<file path="src/icst_pkg.sv">
package icst_pkg;

  // Image side limit used for the default accumulator sizing
  localparam int MAX_SIDE_DEF = 1024;

  // Channel layout: red, green, blue, alpha
  localparam int NUM_CH   = 4;
  localparam int CH_ALPHA = 3;
  localparam int MEAN_W   = 8;
  localparam int STEP_W   = $clog2(MEAN_W);

  localparam logic [MEAN_W-1:0] FULL_ALPHA = 8'hFF;
  localparam logic [MEAN_W-1:0] ZERO_ALPHA = 8'h00;

  // Stream widths
  localparam int IN_TDATA_W  = NUM_CH * MEAN_W;
  localparam int OUT_TDATA_W = 40;
  localparam int OUT_PAD_W   = OUT_TDATA_W - IN_TDATA_W - 2;

  typedef logic [MEAN_W-1:0] chan_t;

  // Controller states
  typedef enum logic [2:0] {
    S_ACCUM = 3'b001,
    S_DIV   = 3'b010,
    S_WAIT  = 3'b100
  } state_t;

  // Controller to datapath
  typedef struct packed {
    logic acc;       // pixel request accepted
    logic load_div;  // last pixel accepted: capture totals, clear sums
    logic step;      // one quotient bit for every channel
    logic load_out;  // move quotients into the output register
  } icst_cmd_t;

  // Datapath to controller
  typedef struct packed {
    logic step_last; // the current division step is the final one
  } icst_sts_t;

endpackage

</file>
<file path="src/icst_ctrl.sv">
module icst_ctrl (
  input  logic              clk,
  input  logic              rst,
  input  logic              in_valid,
  input  logic              in_last,
  output logic              in_ready,
  output logic              out_valid,
  input  logic              out_ready,
  output icst_pkg::icst_cmd_t cmd,
  input  icst_pkg::icst_sts_t sts
);

  icst_pkg::state_t state;
  icst_pkg::state_t state_next;

  // Output register may be loaded when empty or drained this cycle
  logic out_free;
  assign out_free = !out_valid || out_ready;

  // Next state and commands
  always_comb begin
    state_next   = state;
    cmd          = '0;
    in_ready     = 1'b0;
    unique case (state)
      icst_pkg::S_ACCUM: begin
        in_ready = 1'b1;
        cmd.acc  = in_valid;
        if (in_valid && in_last) begin
          cmd.load_div = 1'b1;
          state_next   = icst_pkg::S_DIV;
        end
      end
      icst_pkg::S_DIV: begin
        cmd.step = 1'b1;
        if (sts.step_last) begin
          state_next = icst_pkg::S_WAIT;
        end
      end
      icst_pkg::S_WAIT: begin
        if (out_free) begin
          cmd.load_out = 1'b1;
          state_next   = icst_pkg::S_ACCUM;
        end
      end
      default: begin
        state_next = icst_pkg::S_ACCUM;
      end
    endcase
  end

  // State and output valid flag
  always_ff @(posedge clk) begin
    if (rst) begin
      state     <= icst_pkg::S_ACCUM;
      out_valid <= 1'b0;
    end else begin
      state <= state_next;
      if (cmd.load_out) begin
        out_valid <= 1'b1;
      end else if (out_ready) begin
        out_valid <= 1'b0;
      end
    end
  end

  // Never overwrite a result that is still pending
  a_no_overwrite: assert property (@(posedge clk) disable iff (rst)
    cmd.load_out |-> (!out_valid || out_ready))
    else $error("result overwritten while pending");

  // Pixels are only taken while accumulating
  a_acc_state: assert property (@(posedge clk) disable iff (rst)
    cmd.acc |-> (state == icst_pkg::S_ACCUM))
    else $error("pixel accepted outside accumulate state");

  // End of frame always starts the divider
  a_div_start: assert property (@(posedge clk) disable iff (rst)
    cmd.load_div |=> (state == icst_pkg::S_DIV))
    else $error("divider not started after last pixel");

  // Final division step hands over to the output stage
  a_div_end: assert property (@(posedge clk) disable iff (rst)
    (state == icst_pkg::S_DIV && sts.step_last) |=> (state == icst_pkg::S_WAIT))
    else $error("division did not finish after final step");

endmodule

</file>
<file path="src/icst_dp.sv">
module icst_dp #(
  parameter int MAX_SIDE = icst_pkg::MAX_SIDE_DEF
) (
  input  logic                                  clk,
  input  logic                                  rst,
  input  logic                                  cfg_wen,
  input  logic                                  cfg_wdata,
  input  icst_pkg::chan_t [icst_pkg::NUM_CH-1:0] pix,
  input  icst_pkg::icst_cmd_t                   cmd,
  output icst_pkg::icst_sts_t                   sts,
  output icst_pkg::chan_t [icst_pkg::NUM_CH-1:0] mean,
  output logic                                  is_translucent,
  output logic                                  is_all_opaque
);

  // Counts hold up to MAX_SIDE^2 pixels; sums are MEAN_W - 1 bits wider, and both saturate
  localparam int CNT_W = $clog2(MAX_SIDE * MAX_SIDE + 1);
  localparam int SUM_W = CNT_W + icst_pkg::MEAN_W - 1;

  logic alpha_present;

  // Accumulators
  logic [SUM_W-1:0] sum      [icst_pkg::NUM_CH];
  logic [SUM_W-1:0] sum_next [icst_pkg::NUM_CH];
  logic [CNT_W-1:0] pix_cnt, opq_cnt, trn_cnt;
  logic [CNT_W-1:0] pix_cnt_next, opq_cnt_next, trn_cnt_next;
  logic             pix_opq, pix_trn;

  // Divider
  logic [SUM_W-1:0]            rem [icst_pkg::NUM_CH];
  icst_pkg::chan_t             quo [icst_pkg::NUM_CH];
  logic [SUM_W-1:0]            dsh;
  logic [icst_pkg::STEP_W-1:0] step_cnt;
  logic                        alpha_used, trn_flag, opq_flag;

  // Saturating adds for one pixel
  logic [SUM_W:0] sum_ext [icst_pkg::NUM_CH];
  logic [CNT_W:0] pix_ext, opq_ext, trn_ext;

  assign pix_opq = (pix[icst_pkg::CH_ALPHA] == icst_pkg::FULL_ALPHA);
  assign pix_trn = !pix_opq && (pix[icst_pkg::CH_ALPHA] != icst_pkg::ZERO_ALPHA);

  always_comb begin
    for (int c = 0; c < icst_pkg::NUM_CH; c++) begin
      sum_ext[c]  = {1'b0, sum[c]} + (SUM_W + 1)'(pix[c]);
      sum_next[c] = sum_ext[c][SUM_W] ? '1 : sum_ext[c][SUM_W-1:0];
    end
    pix_ext      = {1'b0, pix_cnt} + (CNT_W + 1)'(1);
    opq_ext      = {1'b0, opq_cnt} + (CNT_W + 1)'(pix_opq);
    trn_ext      = {1'b0, trn_cnt} + (CNT_W + 1)'(pix_trn);
    pix_cnt_next = pix_ext[CNT_W] ? '1 : pix_ext[CNT_W-1:0];
    opq_cnt_next = opq_ext[CNT_W] ? '1 : opq_ext[CNT_W-1:0];
    trn_cnt_next = trn_ext[CNT_W] ? '1 : trn_ext[CNT_W-1:0];
  end

  // Config register and running totals
  always_ff @(posedge clk) begin
    if (rst) begin
      alpha_present <= 1'b1;
      for (int c = 0; c < icst_pkg::NUM_CH; c++) begin
        sum[c] <= '0;
      end
      pix_cnt <= '0;
      opq_cnt <= '0;
      trn_cnt <= '0;
    end else begin
      if (cfg_wen) begin
        alpha_present <= cfg_wdata;
      end
      if (cmd.load_div) begin
        for (int c = 0; c < icst_pkg::NUM_CH; c++) begin
          sum[c] <= '0;
        end
        pix_cnt <= '0;
        opq_cnt <= '0;
        trn_cnt <= '0;
      end else if (cmd.acc) begin
        for (int c = 0; c < icst_pkg::NUM_CH; c++) begin
          sum[c] <= sum_next[c];
        end
        pix_cnt <= pix_cnt_next;
        opq_cnt <= opq_cnt_next;
        trn_cnt <= trn_cnt_next;
      end
    end
  end

  // Step counter
  always_ff @(posedge clk) begin
    if (rst) begin
      step_cnt <= '0;
    end else if (cmd.load_div) begin
      step_cnt <= icst_pkg::STEP_W'(icst_pkg::MEAN_W - 1);
    end else if (cmd.step) begin
      step_cnt <= step_cnt - icst_pkg::STEP_W'(1);
    end
  end

  assign sts.step_last = (step_cnt == '0);

  // Restoring division, one quotient bit per cycle, four lanes share the divisor
  always_ff @(posedge clk) begin
    if (cmd.load_div) begin
      for (int c = 0; c < icst_pkg::NUM_CH; c++) begin
        rem[c] <= sum_next[c];
        quo[c] <= '0;
      end
      dsh        <= {pix_cnt_next, {(icst_pkg::MEAN_W - 1){1'b0}}};
      alpha_used <= alpha_present;
      trn_flag   <= (trn_cnt_next >= (pix_cnt_next >> 1));
      opq_flag   <= (opq_cnt_next == pix_cnt_next);
    end else if (cmd.step) begin
      for (int c = 0; c < icst_pkg::NUM_CH; c++) begin
        if (rem[c] >= dsh) begin
          rem[c] <= rem[c] - dsh;
          quo[c] <= {quo[c][icst_pkg::MEAN_W-2:0], 1'b1};
        end else begin
          quo[c] <= {quo[c][icst_pkg::MEAN_W-2:0], 1'b0};
        end
      end
      dsh <= dsh >> 1;
    end
  end

  // Output register; alpha results fixed when alpha is ignored
  always_ff @(posedge clk) begin
    if (cmd.load_out) begin
      for (int c = 0; c < icst_pkg::NUM_CH; c++) begin
        if (c == icst_pkg::CH_ALPHA && !alpha_used) begin
          mean[c] <= icst_pkg::FULL_ALPHA;
        end else begin
          mean[c] <= quo[c];
        end
      end
      is_translucent <= alpha_used && trn_flag;
      is_all_opaque  <= !alpha_used || opq_flag;
    end
  end

endmodule

</file>
<file path="src/image_color_stats_translucency.sv">
// Result: once the last pixel of a frame is accepted, the block runs
//   8 restoring-division steps, then one output load; the load waits while the
//   previous result is still held. Throughput: one pixel per cycle within a frame;
//   after a frame end, pixels wait for the 8 quotient steps and the output load.
// Reset (rst, synchronous): sums and counts cleared, alpha_present set to 1,
//   no result pending.
module image_color_stats_translucency #(
  parameter int MAX_SIDE = icst_pkg::MAX_SIDE_DEF
) (
  input  logic                             clk,
  input  logic                             rst,
  input  logic                             cfg_wen,
  input  logic                             cfg_wdata,   // alpha_present
  input  logic                             s_axis_tvalid,
  output logic                             s_axis_tready,
  // pixel_red, pixel_green, pixel_blue, pixel_alpha
  input  logic [icst_pkg::IN_TDATA_W-1:0]  s_axis_tdata,
  input  logic                             s_axis_tlast,  // frame_last
  output logic                             m_axis_tvalid,
  input  logic                             m_axis_tready,
  // mean_red, mean_green, mean_blue, mean_alpha, is_translucent, is_all_opaque, zero pad
  output logic [icst_pkg::OUT_TDATA_W-1:0] m_axis_tdata
);

  icst_pkg::icst_cmd_t                    cmd;
  icst_pkg::icst_sts_t                    sts;
  icst_pkg::chan_t [icst_pkg::NUM_CH-1:0] pix;
  icst_pkg::chan_t [icst_pkg::NUM_CH-1:0] mean;
  logic                                   is_translucent, is_all_opaque;

  assign pix = s_axis_tdata;

  icst_ctrl u_ctrl (
    .clk       (clk),
    .rst       (rst),
    .in_valid  (s_axis_tvalid),
    .in_last   (s_axis_tlast),
    .in_ready  (s_axis_tready),
    .out_valid (m_axis_tvalid),
    .out_ready (m_axis_tready),
    .cmd       (cmd),
    .sts       (sts)
  );

  icst_dp #(
    .MAX_SIDE (MAX_SIDE)
  ) u_dp (
    .clk            (clk),
    .rst            (rst),
    .cfg_wen        (cfg_wen),
    .cfg_wdata      (cfg_wdata),
    .pix            (pix),
    .cmd            (cmd),
    .sts            (sts),
    .mean           (mean),
    .is_translucent (is_translucent),
    .is_all_opaque  (is_all_opaque)
  );

  assign m_axis_tdata = {{icst_pkg::OUT_PAD_W{1'b0}}, is_all_opaque, is_translucent, mean};

endmodule
</file>
<file path="config.mk">
export PLATFORM = sky130hd
export DESIGN_NAME = image_color_stats_translucency
export DESIGN_NICKNAME = d
export VERILOG_FILES = /design/src/icst_pkg.sv /design/src/icst_ctrl.sv /design/src/icst_dp.sv /design/src/image_color_stats_translucency.sv
export SDC_FILE = /design/constraint.sdc
export NUM_CORES = 1
export LEC_CHECK = 0
export ABC_AREA = 1
export BUFFER_PORTS_ARGS = -buffer_cell sky130_fd_sc_hd__buf_2
export CORE_MARGIN = 2
export CORE_UTILIZATION = 45
export CTS_BUF_LIST = sky130_fd_sc_hd__clkbuf_16
export DETAILED_ROUTE_END_ITERATION = 8
export GPL_ROUTABILITY_DRIVEN = 0
export SLEW_MARGIN = 20
export SYNTH_ARGS = -nofsm -noshare
export SYNTH_HDL_FRONTEND = slang
export SYNTH_SLANG_ARGS = --single-unit
</file>
<file path="constraint.sdc">
create_clock -name clk -period 3.2 [get_ports clk]
set_input_delay 0.64 -clock clk [delete_from_list [all_inputs] [get_ports clk]]
set_output_delay 0.64 -clock clk [all_outputs]
set_load 0.01 [all_outputs]
</file>
After elaboration in Yosys (flattened, before gate mapping)
Memories as Yosys holds them, arrays and structs flattened.
Cells that the tools add are included.

word-level totals
  logic and storage cells = 165
  memories = 3
  RAM bits = 256
  bits in latches = 0
  flip-flop bits (word level) = 136
  output and inout bits = 42
  bits of input ports = 39
  ROM bits = 0

memories
  memory    depth  bits a word  read ports  clocked after Yosys merged registers in  write ports  line           RTL
  u_dp.rem  4      28           4           0                                        4            icst_dp.sv:30  logic [SUM_W-1:0] rem [icst_pkg::NUM_CH];
  u_dp.sum  4      28           4           0                                        4            icst_dp.sv:23  logic [SUM_W-1:0] sum [icst_pkg::NUM_CH];
  u_dp.quo  4      8            4           0                                        4            icst_dp.sv:31  icst_pkg::chan_t quo [icst_pkg::NUM_CH];

cells by class
  reductions and logical operators = 14
  shift-type cells = 0
  div/mod/pow operators = 0
  eq/ne operators = 8
  order comparisons = 5
  bitwise gates (word level) = 20
  multipliers = 0
  add/subtract/negate cells = 12
  multiplexer cells = 85

operators with widths
  operator                                        number
  2-to-1 mux 28 bit                               18
  adder 28 x 8 -> 29 bit                          4
  >= comparator 28 bit                            4
  subtractor 28 bit                               4
  2-to-1 mux 8 bit                                8
  2-to-1 mux 21 bit                               3
  2-to-1 mux 1 bit                                49
  adder 21 x 1 -> 22 bit                          2
  adder 21 x 1 -> 22 bit (second input constant)  1
  == test 21 bit                                  1
  >= comparator 21 x 20 -> 1 bit                  1
  OR 1 bit                                        20
  2-to-1 mux 3 bit                                5
  one-hot mux 3 bit (3 select lines)              1
  == test 8 bit (second input constant)           1
  nonzero test 8 bit                              1
  != test 2 x 1 -> 1 bit (second input constant)  2
  nonzero test 2 bit                              2
  == test 3 x 1 -> 1 bit (second input constant)  1
  == test 3 x 2 -> 1 bit (second input constant)  1
  == test 3 bit (second input constant)           1
  logical AND 1 bit                               3
  zero test 1 bit                                 3
  zero test 3 bit                                 1
  other kinds (6)                                 7

Longest topological paths before layout
Gate-level depths: netlist (run 1).

  depth after elaboration = 8
  depth in mapped cells = 24
  depth with buffers taken out = 24

By module
From an unflattened synthesis (run 1), not the netlist that was laid out.

unflattened totals
  cell total of the unflattened synthesis = 3,865
  area total of the unflattened synthesis = 28,283.4 sq um

by module, submodules not included
  module                          cells an instance  instances  seq. area each (sq um)  area each (sq um)
  icst_dp                         3,821              1          10,630.2                27,969.3
  icst_ctrl                       35                 1          80.1                    250.2
  image_color_stats_translucency  9                  1          0.0                     63.8

Worst setup path after synthesis (run 1)
No wires, ideal clock.

  path kind = in2reg
  from = input s_axis_tdata[31] in the netlist's numbering
  to = register u_dp.trn_flag, data pin
  setup time = 253 ps
  cell stages on the path = 24
  path buffers = 0
  path slack = -11 ps
  required time = 2,947 ps
  arrival time = 2,958 ps
  cell sequence = nand4_1 nor2_1 a21oi_1 ha_1 ha_1 inv_1 nor2_1 nand3_1 nor2_1 inv_1 o31ai_1 a21oi_1 inv_1 ha_1 nand2_1 inv_1 o21ai_0 nand2_1 nor2_1 a21oi_1 o21bai_1 nand2_1 nand2_1 nand2_1

between the ends
  longest elaborated chain between the ends = 6
  elaborated cells between the ends (all ways) = 7
  those cells by class = add/sub (1); order compare (1); eq/ne (1); mux (1); reduce/logical (3)

ends and longest elaborated chain
  element                             line                                  RTL
  start: declaration                  image_color_stats_translucency.sv:17  input logic [icst_pkg::IN_TDATA_W-1:0] s_axis_tdata,
  == test 8 bit                       icst_dp.sv:40                         assign pix_opq = (pix[icst_pkg::CH_ALPHA] == icst_pkg::FULL_ALPHA);
  zero test 1 bit                     icst_dp.sv:41                         assign pix_trn = !pix_opq && (pix[icst_pkg::CH_ALPHA] != icst_pkg::ZERO_ALPHA);
  logical AND 1 bit (*)               icst_dp.sv:41
  adder 21 x 1 -> 22 bit (*)          icst_dp.sv:50                         trn_ext = {1'b0, trn_cnt} + (CNT_W + 1)'(pix_trn);
  2-to-1 mux 21 bit (*)               icst_dp.sv:53                         trn_cnt_next = trn_ext[CNT_W] ? '1 : trn_ext[CNT_W-1:0];
  named net u_dp.trn_cnt_next[10]     icst_dp.sv:26                         logic [CNT_W-1:0] pix_cnt_next, opq_cnt_next, trn_cnt_next;
  >= comparator 21 x 20 -> 1 bit (*)  icst_dp.sv:110                        trn_flag <= (trn_cnt_next >= (pix_cnt_next >> 1));
  end signal: assignment              icst_dp.sv:110
  end: declaration                    icst_dp.sv:34                         logic alpha_used, trn_flag, opq_flag;

Mark *: on every way through the listed nets, which the timed path passes. The rest lies on a longest branch.
A chain may end at the register's enable or synchronous reset.

==> flow_metrics.tcl, run 1 <==
set metrics [dict create \
    utilization_pct 51.45 \
    n_fill_cell 6326 \
    hold_buffers 0 \
    cts_buffer_depth 3 \
    dp.cells 4930 \
    areaGrowthSynthToFinish_pct 13.46 \
    final_layout_size_suffix_gt1_share_pct 9.572 \
    fmax_ghz 0.3283 \
    crit_fanout 28 \
    synth_edf_count 286 \
    crit_type "reg2reg" \
    htree_levels 2 \
    cts_sinks 392 \
    io_buffers 74 \
    multiInputGateArea_um2 15430 \
    netlist_area_um2 28500 \
    grt_pass1_vias 24450 \
    seq_area_um2 10710 \
    fin_nets 4358 \
    synth_seq_cells 392 \
    via_per_inst 5.200 \
    detail-route-antenna-nets 0 \
    worstPathArrival_ns 3.34 \
    first_pass_iters 7 \
    start_kind "register" \
    hold_path_depth 2 \
    slew_viol_final 0 \
    num_vias 26130 \
    power_density_nw_per_um2 571.4 \
    holdPathEnd "u_dp.alpha_present" \
    remaining_drc_errors 0 \
    max_cap_viol_count 0 \
    clock_tree.root_cell "clkbuf_16" \
    rr_endpoint "u_dp.rem[0][70]" \
    yosysWarnings 0 \
    mostFrequentLayoutCell "nand2_1" \
    crit_path_end_kind "register" \
    hold_path_class "in2reg" \
    num_rows 92 \
    ys.flop_type "edfxtp_1" \
    grt_overflow 0 \
    ir_worst_vdd_uv 439.2 \
    floorplan.initialDensity_pct 45.35 \
    reg2regPathDepth 12 \
    routedWlPerCell_um 16.35 \
    rsz0062_at_grt "true" \
    die_y_um 255.7 \
    syn_avg_cell_area_um2 7.181 \
    cts_buffers 47 \
    tightest_slew_ns 0.9309 \
    placeableCoreArea_um2 62850 \
    grt_pass1_wl_um 130400 \
    worst_ep_required_time_ns 3.49 \
    clock_latency_ns 0.63 \
    grt_antenna_before_repair 1 \
    async_reset_ff_share_pct 0 \
    min_period_ns 3.046 \
    r2r-start "u_dp.dsh[0]" \
    grtUsageTotal_pct 24.81 \
    finalClockSkew_ns 0.03679 \
    r2r_slack_ns 0.15 \
    seq_area_frac_synth_pct 37.58 \
    clkSlewWorstSetupHoldPaths_ns 0.06 \
    ys_types 53 \
    final_cell_mix "1146 x nand2_1, 542 x inv_1, 367 x nor2_1" \
    drt_wl_total_um 82160 \
    die_x_um 255.7 \
    grt_max_degree 88 \
    antenna_cells 0 \
    die-area_um2 65360 \
    relSlewSlack_pct 37.94 \
    outcome "finished clean" \
    dp_hpwl_um 62630 \
    drtIter0Drc 1871 \
    cts_tree "yes" \
    p_leak_nw 15.22 \
    setup_violations 0 \
    io_pins 81 \
    hp-start "cfg_wen" \
    syn_inst 3969 \
    final_cells 5025 \
    finalHoldViolCount 0 \
    period_share_pct 95.18 \
]
cells in the mapped netlist (4+ instances only):
cell / instances / area [um2]
o21a_1: 9 / 67.56
or2_0: 5 / 31.28
o21ai_0: 241 / 1206
inv_2: 21 / 78.83
nand4_1: 49 / 306.5
ha_1: 171 / 2140
nor2_4: 7 / 78.83
nor3_1: 66 / 330.3
xnor2_1: 41 / 359.1
clkbuf_1: 26 / 97.59
inv_1: 535 / 2008
nand2_1: 1150 / 4317
a21o_1: 20 / 150.1
dfxtp_1: 106 / 2122
a21boi_0: 5 / 37.54
a22o_1: 7 / 61.31
nand2_2: 17 / 106.4
o22ai_1: 25 / 156.4
fa_1: 8 / 160.2
o21ai_2: 10 / 87.58
nand3b_1: 15 / 112.6
nor2_2: 13 / 81.33
o211ai_1: 8 / 60.06
xor2_1: 86 / 753.2
buf_2: 32 / 160.2
a21oi_1: 236 / 1181
nand3_2: 4 / 40.04
buf_4: 17 / 127.6
nor3_2: 5 / 50.05
or2_2: 21 / 131.4
o21bai_1: 12 / 90.09
buf_1: 6 / 22.52
nor2_1: 373 / 1400
nor4_1: 9 / 56.30
edfxtp_1: 286 / 8588
o21ai_1: 37 / 185.2
nand3_1: 264 / 1321
a31oi_1: 6 / 37.54
metrics by stage:
stage,power [W],setup TNS [ns],cell area (um2),setup WS [ns],hold WS [ns]
2_1_floorplan,0.01110,0,28520,0.02050,0.4003
3_3_place_gp,0.01295,-0.6795,30580,-0.6657,0.4015
3_5_place_dp,0.01297,-0.7567,30580,-0.6811,0.4045
4_1_cts,0.01853,0,32170,0.005501,0.1847
5_1_grt,0.01967,-0.03276,32340,-0.03276,0.2403
6_report,0.01848,0,32340,0.1543,0.2239
routing by layer:
layer	part of all wire [%]	GRT usage [%]	up-vias
li1	-	-	13420
met1	47	34.44	11930
met2	45	40.61	660
met3	4.8	2.377	127
met4	3.2	8.350	0
met5	0	0	-
how the worst max path moves through the flow:
stage	slack [ns]	end	cells past startpoint	from
after floorplan	0.02	u_dp.trn_flag	23	s_axis_tdata[25]
after global placement	-0.67	u_dp.trn_flag	26	s_axis_tdata[31]
after detailed placement	-0.68	u_dp.trn_flag	25	s_axis_tdata[28]
after CTS	0.006	u_dp.trn_flag	26	s_axis_tdata[31]
after global routing	-0.03	u_dp.trn_flag	26	s_axis_tdata[25]
final	0.15	u_dp.rem[0][70]	12	u_dp.dsh[0]
what timing repair did:
action                                  4_1_cts  5_1_grt
gates resized for setup                       7       30
gates cloned                                  0        0
buffers inserted                              1        6
endpoints found under the setup margin        1        2
pin swaps                                     7       20
worst max-delay path, cell delays in order (launching register included):
cell and delay [ns]:
dfxtp_1 0.48, ha_1 0.34, fa_1 0.44, nor2_1 0.14, nor2_1 0.08, o21ai_2 0.21, nand2_1 0.12, nand2_2 0.11
nand3_1 0.08, nand3_2 0.13, nand2_4 0.18, nand2_1 0.16, buf_12 0.21
kinds of logic (layout without fill, tap and decap cells):
| family | Yosys count | after routing | synth area share (%) |
|---|---|---|---|
| flops | 392 | 392 | 37.58 |
| compound gates | 620 | 620 | 11.76 |
| xor+xnor | 127 | 127 | 3.903 |
| fa+ha+maj | 179 | 179 | 8.069 |
| other cells | 1 | 6 | 0.01316 |
| simple gates | 2009 | 2009 | 29.79 |
| buf+inv | 641 | 846 | 8.886 |
registers in the layout, summed over array words and instances, names as in the netlist, 3 cells and up:
| name | cells |
|---|---|
| u_dp.sum | 112 |
| u_dp.opq_cnt | 21 |
| u_dp.pix_cnt | 21 |
| u_dp.mean | 32 |
| u_ctrl.state | 3 |
| u_dp.quo | 32 |
| u_dp.rem | 112 |
| u_dp.step_cnt | 3 |
| u_dp.trn_cnt | 21 |
| u_dp.dsh | 28 |
layout make-up:
| type | instances | share of cell area, % |
|---|---|---|
| Multi-Input combinational cell | 2941 | 47.72 |
| Tap cell | 846 | 3.273 |
| Inverter | 557 | 6.477 |
| Sequential cell | 392 | 33.12 |
| Timing Repair Buffer | 201 | 4.570 |
| Clock inverter | 40 | 1.130 |
| Clock buffer | 48 | 3.714 |
where the power goes:
part	switching (W)	leakage [nW]	total [W]	internal (W)
registers	0.000419	3.66	0.00669	0.00628
clock network	0.00231	0.802	0.00547	0.00315
logic	0.00409	10.8	0.00631	0.00222
total	0.00683	15.2	0.0185	0.0117
No activity file was read; power rests on OpenSTA's default activity.
==> run 2, diff against run 1 <==
--- a/config.mk
+++ b/config.mk
@@ -12,6 +12,7 @@
 export CTS_BUF_LIST = sky130_fd_sc_hd__clkbuf_16
 export DETAILED_ROUTE_END_ITERATION = 8
 export GPL_ROUTABILITY_DRIVEN = 0
+export SETUP_SLACK_MARGIN = 0.4
 export SLEW_MARGIN = 20
 export SYNTH_ARGS = -nofsm -noshare
 export SYNTH_HDL_FRONTEND = slang
==> flow_metrics.tcl, run 2 (synthesis results as in run 1) <==
set metrics [dict create \
    mostFrequentLayoutCell "nand2_1" \
    cp_cell_sequence "buf_2, nand4_1, nor2_2, a21oi_4, ha_4, ha_4, inv_4, nor2_4, nand3_4, nor2_4, inv_2, buf_6, o21ai_2, nand3_2, ha_4, a21oi_1, a31oi_2, nor2_2, a21oi_2, o21bai_1, nand2_1, nand2_1, nand2_1" \
    first_pass_iters 6 \
    io_pins 81 \
    p_leak_nw 15.78 \
    placeableCoreArea_um2 62850 \
    floorplan.initialDensity_pct 45.35 \
    final_layout_size_suffix_gt1_share_pct 15.41 \
    die_x_um 255.7 \
    cpMaxStageDelayCell "ha_4" \
    die_y_um 255.7 \
    grt_overflow 0 \
    drt_wl_total_um 85820 \
    detail-route-antenna-nets 0 \
    period_share_pct 93.86 \
    p_total_w 0.01903 \
    outcome "finished clean" \
    cts_sinks 392 \
    tightest_slew_ns 1.154 \
    clkSlewWorstSetupHoldPaths_ns 0.06 \
    fin_nets 4440 \
    grt_pass1_vias 24550 \
    fmax_ghz 0.3329 \
    num_vias 26890 \
    remaining_drc_errors 0 \
    num_rows 92 \
    grt_max_degree 88 \
    start_kind "input port" \
    reg.largest.list "u_dp.rem (112), u_dp.sum (112)" \
    crit_fanout 3 \
    fin_ws_ns 0.1964 \
    slowest_delay_ns 0.26 \
    antenna_cells 0 \
    grt_pass1_wl_um 132300 \
    finalClockSkew_ns 0.02086 \
    htree_levels 2 \
    via_per_inst 5.267 \
    hold_buffers 0 \
    io_buffers 74 \
    grt_antenna_before_repair 2 \
    cts_buffers 46 \
    relSlewSlack_pct 22.85 \
    ir_worst_vdd_uv 393.4 \
    crit_path_end_kind "register" \
    areaGrowthSynthToFinish_pct 21.12 \
    final_cell_mix "1093 x nand2_1, 516 x inv_1, 348 x nor2_1" \
    dp.cells 4919 \
    grtUsageTotal_pct 25.27 \
    clock_latency_ns 0.61 \
    clock_tree.root_cell "clkbuf_16" \
    worst_ep_required_time_ns 3.57 \
    worstPathArrival_ns 3.37 \
    die-area_um2 65360 \
    slew_viol_final 0 \
    cts_tree "yes" \
    cts_buffer_depth 3 \
    max_cap_viol_count 0 \
    min_period_ns 3.004 \
    post-place-ws_ns -0.8655 \
    power_density_nw_per_um2 551.2 \
    crit_type "in2reg" \
    dp_hpwl_um 62790 \
    finalHoldViolCount 0 \
    hold_path_class "in2reg" \
    setup_violations 0 \
    final_cells 5104 \
    routedWlPerCell_um 16.81 \
    rsz0062_at_grt "true" \
    drtIter0Drc 2180 \
]
-- run 2: timing repair --
action,4_1_cts,5_1_grt
gates resized for setup,62,243
endpoints found under the hold margin,0,0
setup buffers,26,63
setup endpoints to repair,224,227
gates cloned,3,9
pin swaps,22,74
-- run 2: metal layers --
metal / GRT usage [%] / share of wire [%]
met5: 0 / 0
met4: 7.521 / 2.8
met3: 2.397 / 5.4
met2: 41.44 / 46
met1: 35.41 / 46
-- run 2: per-stage QoR --
stage	instance area, um2	hold slack, ns	utilization (%)	setup TNS, ns
6_report	34520	0.2280	54.92	0
5_1_grt	34520	0.2236	54.92	0
4_1_cts	32610	0.1979	51.88	0
3_5_place_dp	30480	0.4092	48.50	-1.233
3_3_place_gp	30480	0.4018	48.50	-1.154
2_1_floorplan	28550	0.4003	-	0
-- run 2: path summary, 6_finish.rpt --
kind | startpoint | cells after the start | to | slack, ns
worst max-delay path | s_axis_tdata[27] | 23 | u_dp.trn_flag | 0.20
worst min-delay path | cfg_wen | 2 | u_dp.alpha_present | 0.23
worst max register to register | u_dp.pix_cnt[13] | 17 | u_dp.trn_flag | 0.28
worst min register to register | u_dp.quo[0][23] | 0 | u_dp.mean[23] | 0.43
-- run 2: layout make-up --
type | count | area, um2
clock buffer | 46 | 1151
clock inverter | 38 | 360.3
inverter | 557 | 2173
tap | 846 | 1059
multi-input combinational | 2942 | 16510
fill | 6107 | 28330
timing repair buffer | 283 | 2555
sequential | 392 | 10710
-- run 2: power breakdown --
group / switching (W) / internal, W
combinational: 0.00434 / 0.00258
clock: 0.00231 / 0.00305
sequential: 0.000459 / 0.00628
-- run 2: critical path, delay by kind of cell --
kind | cells | cell delay (ns)
buf+inv | 4 | 0.34
simple gates | 10 | 0.99
compound gates | 6 | 0.78
fa+ha+maj | 3 | 0.59
